**src/hdl/multichannel_pcm_sample_mixer_assert.svh**
```systemverilog
// Assertion macros for the sample mixer.
`ifndef MULTICHANNEL_PCM_SAMPLE_MIXER_ASSERT_SVH
`define MULTICHANNEL_PCM_SAMPLE_MIXER_ASSERT_SVH
`ifndef NO_ASSERTIONS
// same-cycle implication
`define MPSM_ASSERT_IMP(label, ante, cons) \
	label: assert property (@(posedge clk) disable iff (!arst_n) (ante) |-> (cons)) \
		else $error("mixer assertion failed");
// next-cycle implication
`define MPSM_ASSERT_NXT(label, ante, cons) \
	label: assert property (@(posedge clk) disable iff (!arst_n) (ante) |=> (cons)) \
		else $error("mixer assertion failed");
`else
`define MPSM_ASSERT_IMP(label, ante, cons)
`define MPSM_ASSERT_NXT(label, ante, cons)
`endif
`endif

```
**src/hdl/mpsm_pkg.sv**
```systemverilog
`default_nettype none
package mpsm_pkg;
	localparam int VOICES       = 8;
	localparam int VIDX_W       = $clog2(VOICES);
	localparam int SAMPLE_WORDS = 65536;
	localparam int MEM_AW       = $clog2(SAMPLE_WORDS);
	// accumulator: per-voice term below 2^15, summed over all voices
	localparam int ACC_W        = 16 + VIDX_W;

	localparam logic [16:0] MAX_LENGTH   = 17'd65536;
	localparam logic [15:0] HANDLE_FIRST = 16'd100;
	// divide by 127: multiply by floor(2^29/127), then one correction step
	localparam logic [22:0] DIV_RECIP    = 23'd4227330;
	localparam int          DIV_SHIFT    = 29;
	localparam logic [22:0] DIVISOR      = 23'd127;

	typedef enum logic [1:0] {
		REQ_WRITE = 2'd0,
		REQ_START = 2'd1,
		REQ_MIX   = 2'd2,
		REQ_NONE  = 2'd3
	} req_t;

	typedef struct packed {
		logic capture;
		logic mem_write;
		logic stop;
		logic scan_step;
		logic gain_sq;
		logic gain_mul;
		logic load;
		logic mix_read;
		logic mix_skip;
		logic mix_mul;
		logic mix_div;
		logic mix_acc;
		logic result_load;
	} cmd_t;

	typedef struct packed {
		req_t req;
		logic cur_active;
		logic last_voice;
	} sts_t;
endpackage
`default_nettype wire

```
**src/hdl/mpsm_ctrl.sv**
```systemverilog
`default_nettype none
module mpsm_ctrl import mpsm_pkg::*; (
	input  wire logic clk,
	input  wire logic arst_n,
	input  wire logic in_valid,
	output logic      in_ready,
	output logic      out_valid,
	input  wire logic out_ready,
	input  wire sts_t sts,
	output cmd_t      cmd
);
	typedef enum logic [12:0] {
		S_IDLE  = 13'b0000000000001,
		S_DISP  = 13'b0000000000010,
		S_WRITE = 13'b0000000000100,
		S_STOP  = 13'b0000000001000,
		S_SCAN  = 13'b0000000010000,
		S_GSQ   = 13'b0000000100000,
		S_GMUL  = 13'b0000001000000,
		S_LOAD  = 13'b0000010000000,
		S_MRD   = 13'b0000100000000,
		S_MMUL  = 13'b0001000000000,
		S_MDIV  = 13'b0010000000000,
		S_MACC  = 13'b0100000000000,
		S_DONE  = 13'b1000000000000
	} state_t;

	state_t state_q, state_d;
	logic   out_valid_q;

	assign in_ready  = (state_q == S_IDLE);
	assign out_valid = out_valid_q;

	// next state and commands
	always_comb begin
		state_d = state_q;
		cmd     = '0;
		case (state_q)
			S_IDLE: begin
				if (in_valid) begin
					cmd.capture = 1'b1;
					state_d     = S_DISP;
				end
			end
			S_DISP: begin
				case (sts.req)
					REQ_WRITE: state_d = S_WRITE;
					REQ_START: state_d = S_STOP;
					REQ_MIX:   state_d = S_MRD;
					default:   state_d = S_DONE;
				endcase
			end
			S_WRITE: begin
				cmd.mem_write = 1'b1;
				state_d       = S_DONE;
			end
			S_STOP: begin
				cmd.stop = 1'b1;
				state_d  = S_SCAN;
			end
			S_SCAN: begin
				cmd.scan_step = 1'b1;
				if (sts.last_voice) state_d = S_GSQ;
			end
			S_GSQ: begin
				cmd.gain_sq = 1'b1;
				state_d     = S_GMUL;
			end
			S_GMUL: begin
				cmd.gain_mul = 1'b1;
				state_d      = S_LOAD;
			end
			S_LOAD: begin
				cmd.load = 1'b1;
				state_d  = S_DONE;
			end
			S_MRD: begin
				if (sts.cur_active) begin
					cmd.mix_read = 1'b1;
					state_d      = S_MMUL;
				end else begin
					cmd.mix_skip = 1'b1;
					if (sts.last_voice) state_d = S_DONE;
				end
			end
			S_MMUL: begin
				cmd.mix_mul = 1'b1;
				state_d     = S_MDIV;
			end
			S_MDIV: begin
				cmd.mix_div = 1'b1;
				state_d     = S_MACC;
			end
			S_MACC: begin
				cmd.mix_acc = 1'b1;
				state_d     = sts.last_voice ? S_DONE : S_MRD;
			end
			S_DONE: begin
				if (!out_valid_q || out_ready) begin
					cmd.result_load = 1'b1;
					state_d         = S_IDLE;
				end
			end
			default: state_d = S_IDLE;
		endcase
	end

	always_ff @(posedge clk or negedge arst_n) begin
		if (!arst_n) begin
			state_q     <= S_IDLE;
			out_valid_q <= 1'b0;
		end else begin
			state_q <= state_d;
			if (cmd.result_load) out_valid_q <= 1'b1;
			else if (out_ready)  out_valid_q <= 1'b0;
		end
	end
endmodule
`default_nettype wire

```
**config.mk**
```make
export PLATFORM = sky130hd
export DESIGN_NAME = mpsm_ctrl
export DESIGN_NICKNAME = d
export VERILOG_FILES = /design/src/hdl/multichannel_pcm_sample_mixer_assert.svh /design/src/hdl/mpsm_pkg.sv /design/src/hdl/mpsm_ctrl.sv
export SDC_FILE = /design/constraint.sdc
export NUM_CORES = 1
export LEC_CHECK = 0
export BUFFER_PORTS_ARGS = -buffer_cell sky130_fd_sc_hd__buf_4
export CAP_MARGIN = 15
export CORE_ASPECT_RATIO = 1.5
export CORE_MARGIN = 4
export CORE_UTILIZATION = 47
export DETAILED_ROUTE_END_ITERATION = 8
export GPL_TIMING_DRIVEN = 0
export HOLD_SLACK_MARGIN = 0.06
export PLACE_DENSITY = 0.74
export SYNTH_ARGS = -nofsm -noshare
export SYNTH_HDL_FRONTEND = slang
export SYNTH_SLANG_ARGS = --single-unit
```
**constraint.sdc**
```tcl
create_clock -name clk -period 1.6 [get_ports clk]
set_clock_uncertainty 0.05 [all_clocks]
set_input_delay 0.08 -clock clk [delete_from_list [all_inputs] [get_ports clk]]
set_output_delay 0.08 -clock clk [all_outputs]
set_load 0.01 [all_outputs]
```
==> impl_metrics.env <==
export IMPL_antenna_found_initial=0
export IMPL_max_slew_worst_pin_slew_ns=0.444
export IMPL_grt_overflow=0
export IMPL_antenna_diode_count=0
export IMPL_yosys_area_top_type="dfrtp_1"
export IMPL_cts_tree="done"
export IMPL_violations="negative setup slack"
export IMPL_synth_seq_cells=14
export IMPL_status="complete, but fails checks"
export IMPL_clk_pin_slew_ns=0.10
export IMPL_gp_congestion=0.793
export IMPL_cp_arrival_ns=1.85
export IMPL_setup_viol=22
export IMPL_hold_viol_final=0
export IMPL_worstPathRequired_ns=1.47
export IMPL_die_w_um=45.8
export IMPL_yosysSeqAreaShare_pct=35.0
export IMPL_drv_slew=0
export IMPL_seq_area_um2=358
export IMPL_yosysWarnings=0
export IMPL_dieArea_um2=2960
export IMPL_ys_top_cells_by_area="dfrtp_1 (32%), nor3b_1 (8.2%), nor2_1 (3.0%), dfstp_2 (2.6%), inv_1 (2.6%)"
export IMPL_slew_headroom_pct=70.3
export IMPL_first_pass_iters=4
export IMPL_row_count=20
export IMPL_power_density_nw_per_um2=1150
export IMPL_syn_num_nets=114
export IMPL_yosysMostFrequentCell="dfrtp_1"
export IMPL_drive_gt1_share_pct=65.9
export IMPL_core_area_um2=2030
export IMPL_dp_hpwl_um=1770
export IMPL_grt_pass1_wl_um=5220
export IMPL_synthToLayoutAreaGrowth_pct=87.7
export IMPL_worst_setup_path_end_kind="output port"
export IMPL_via_per_inst=6.31
export IMPL_vdd_ir_drop_max_v=0.00115
export IMPL_grt_max_degree=15
export IMPL_fin_ws_ns=-0.382
export IMPL_fmax_mhz=504
export IMPL_synth_top_cell_area_share_pct=32.3
export IMPL_grt_setup_unrepaired="true"
export IMPL_reg2reg_slack_ns=-0.36
export IMPL_synthFlopType="dfrtp_1"
export IMPL_synth_area_um2=1010
export IMPL_routedWlPerCell_um=23.6
export IMPL_numCtsBuffers=3
export IMPL_postRouteAntennaNets=0
export IMPL_asyncSetResetFlopFracSynth_pct=100
export IMPL_totalWireLength_um=4680
export IMPL_grtUsageTotal_pct=23.9
export IMPL_layout_nets=185
export IMPL_multiInputGateArea_um2=831
export IMPL_boundaryPins=23
export IMPL_crit_fanout=6
export IMPL_power_mw=2.17
export IMPL_drt_iter0_drc=82
export IMPL_maxCapViolCount=0
export IMPL_cts_root_buffer="clkbuf_4"
export IMPL_hold_class="in2async"
export IMPL_fin_cells=198
export IMPL_chipHeight_um=64.7
export IMPL_n_fill_cell=65
export IMPL_cts_sinks=14
export IMPL_p_leak_nw=0.855
export IMPL_period_share_pct=124
export IMPL_synth_cells=106
export IMPL_io_buffers=22
export IMPL_synth_edf_count=0
export IMPL_htree_levels=1
export IMPL_dp_cells=150
export IMPL_clk_path_buf_depth=2
export IMPL_fin_crit_ns=1.98
export IMPL_clk_latency_ns=0.31
export IMPL_routed_via_count=1250
export IMPL_synthTopCellsByCount="dfrtp_1 (13), nor3b_1 (11), nor2_1 (8), inv_1 (7)"
export IMPL_synth_cell_types=40
export IMPL_grt_pass1_vias=1121
export IMPL_syn_area_per_cell_um2=9.49
export IMPL_start_util_pct=49.6
export IMPL_drcViolationCount=0
export IMPL_cp_start_kind="register"
export IMPL_crit_type="reg2out"
[path summary, 6_finish.rpt]
path | start | endpoint | depth (start not counted)
setup / recovery | state_q[3] | cmd[11] | 5
hold / removal | arst_n | state_q[10] | 2
setup reg to reg | state_q[3] | state_q[0] | 7
hold reg to reg | state_q[8] | state_q[10] | 2
max in group asynchronous | arst_n | state_q[0] | 2
min in group clk | out_ready | out_valid | 3
[layout by cell type (no fill, tap or decap), types with 4 or more instances in the layout]
master,count
buf_4,55
buf_6,13
dfrtp_1,8
inv_1,7
nor3b_2,6
dlygate4sd3_1,6
nor2_1,5
nor3b_1,5
dfrtp_2,5
nor3_4,4
nand4_1,4
[what timing repair did]
action                                  in CTS  in global routing
pin swaps                                   28                 23
resized for setup                           34                 23
buffers inserted                            22                 20
endpoints found under the hold margin       22                  0
hold buffers                                 6                  0
endpoints found under the setup margin      24                 25
gates cloned                                 1                  0
[registers in the layout, summed over array words and instances (netlist names)]
| signal | cells |
|---|---|
| state_q | 13 |
| out_valid | 1 |
[where the power goes]
| group | switching (mW) | internal (mW) | leakage, nW | total (mW) |
|---|---|---|---|---|
| clock | 0.149 | 0.0975 | 0.0150 | 0.246 |
| sequential | 0.0746 | 0.402 | 0.183 | 0.477 |
| combinational | 0.710 | 0.732 | 0.658 | 1.44 |
[cells by family (layout without fill, tap and decap cells)]
logic type / count (synthesis) / after routing / share of synthesized area [%]
AO/OA/AOI/OAI: 13 / 13 / 11.3
buffers and inverters: 16 / 85 / 7.84
flip-flops: 14 / 14 / 35.0
AND/OR/NAND/NOR: 59 / 60 / 42.4
XOR/XNOR: 4 / 4 / 3.48
[area by class of cell]
class	instances	area share, %
Inverter	7	1.39
Clock buffer	4	1.39
Sequential cell	14	19.0
Multi-Input combinational cell	77	44.0
Timing Repair Buffer	70	30.4
Tap cell	22	1.46
Buffer	4	2.39
[stage by stage]
| stage | setup WS, ns | cell area [um^2] | TNS [ns] | hold slack, ns | utilization [%] |
|---|---|---|---|---|---|
| after floorplan | -0.119 | 1040 | -0.422 | -0.266 | - |
| after global placement | -0.341 | 1230 | -2.58 | -0.108 | 60.6 |
| after detailed placement | -0.425 | 1230 | -3.16 | -0.107 | 60.6 |
| after CTS | -0.313 | 1630 | -4.09 | 0.124 | 80.2 |
| after global routing | -0.422 | 1890 | -7.01 | 0.134 | 93.1 |
| final | -0.382 | 1890 | -6.16 | 0.120 | 93.1 |
[metal layers]
layer | GRT usage (%) | vias up | routed length (um)
met2 | 42.3 | 78 | 2480
met4 | 13.5 | 0 | 235
met1 | 25.9 | 612 | 1660
met5 | 0 | - | 0
met3 | 2.78 | 25 | 297
li1 | - | 535 | -
[critical path, cell delays in order (launching register included)]
cell and delay [ns]:
dfrtp_1 0.53, nor3_4 0.30, buf_4 0.19, nand3_4 0.09
nor4b_4 0.27, buf_4 0.16
(Power assumes the default switching activity.)
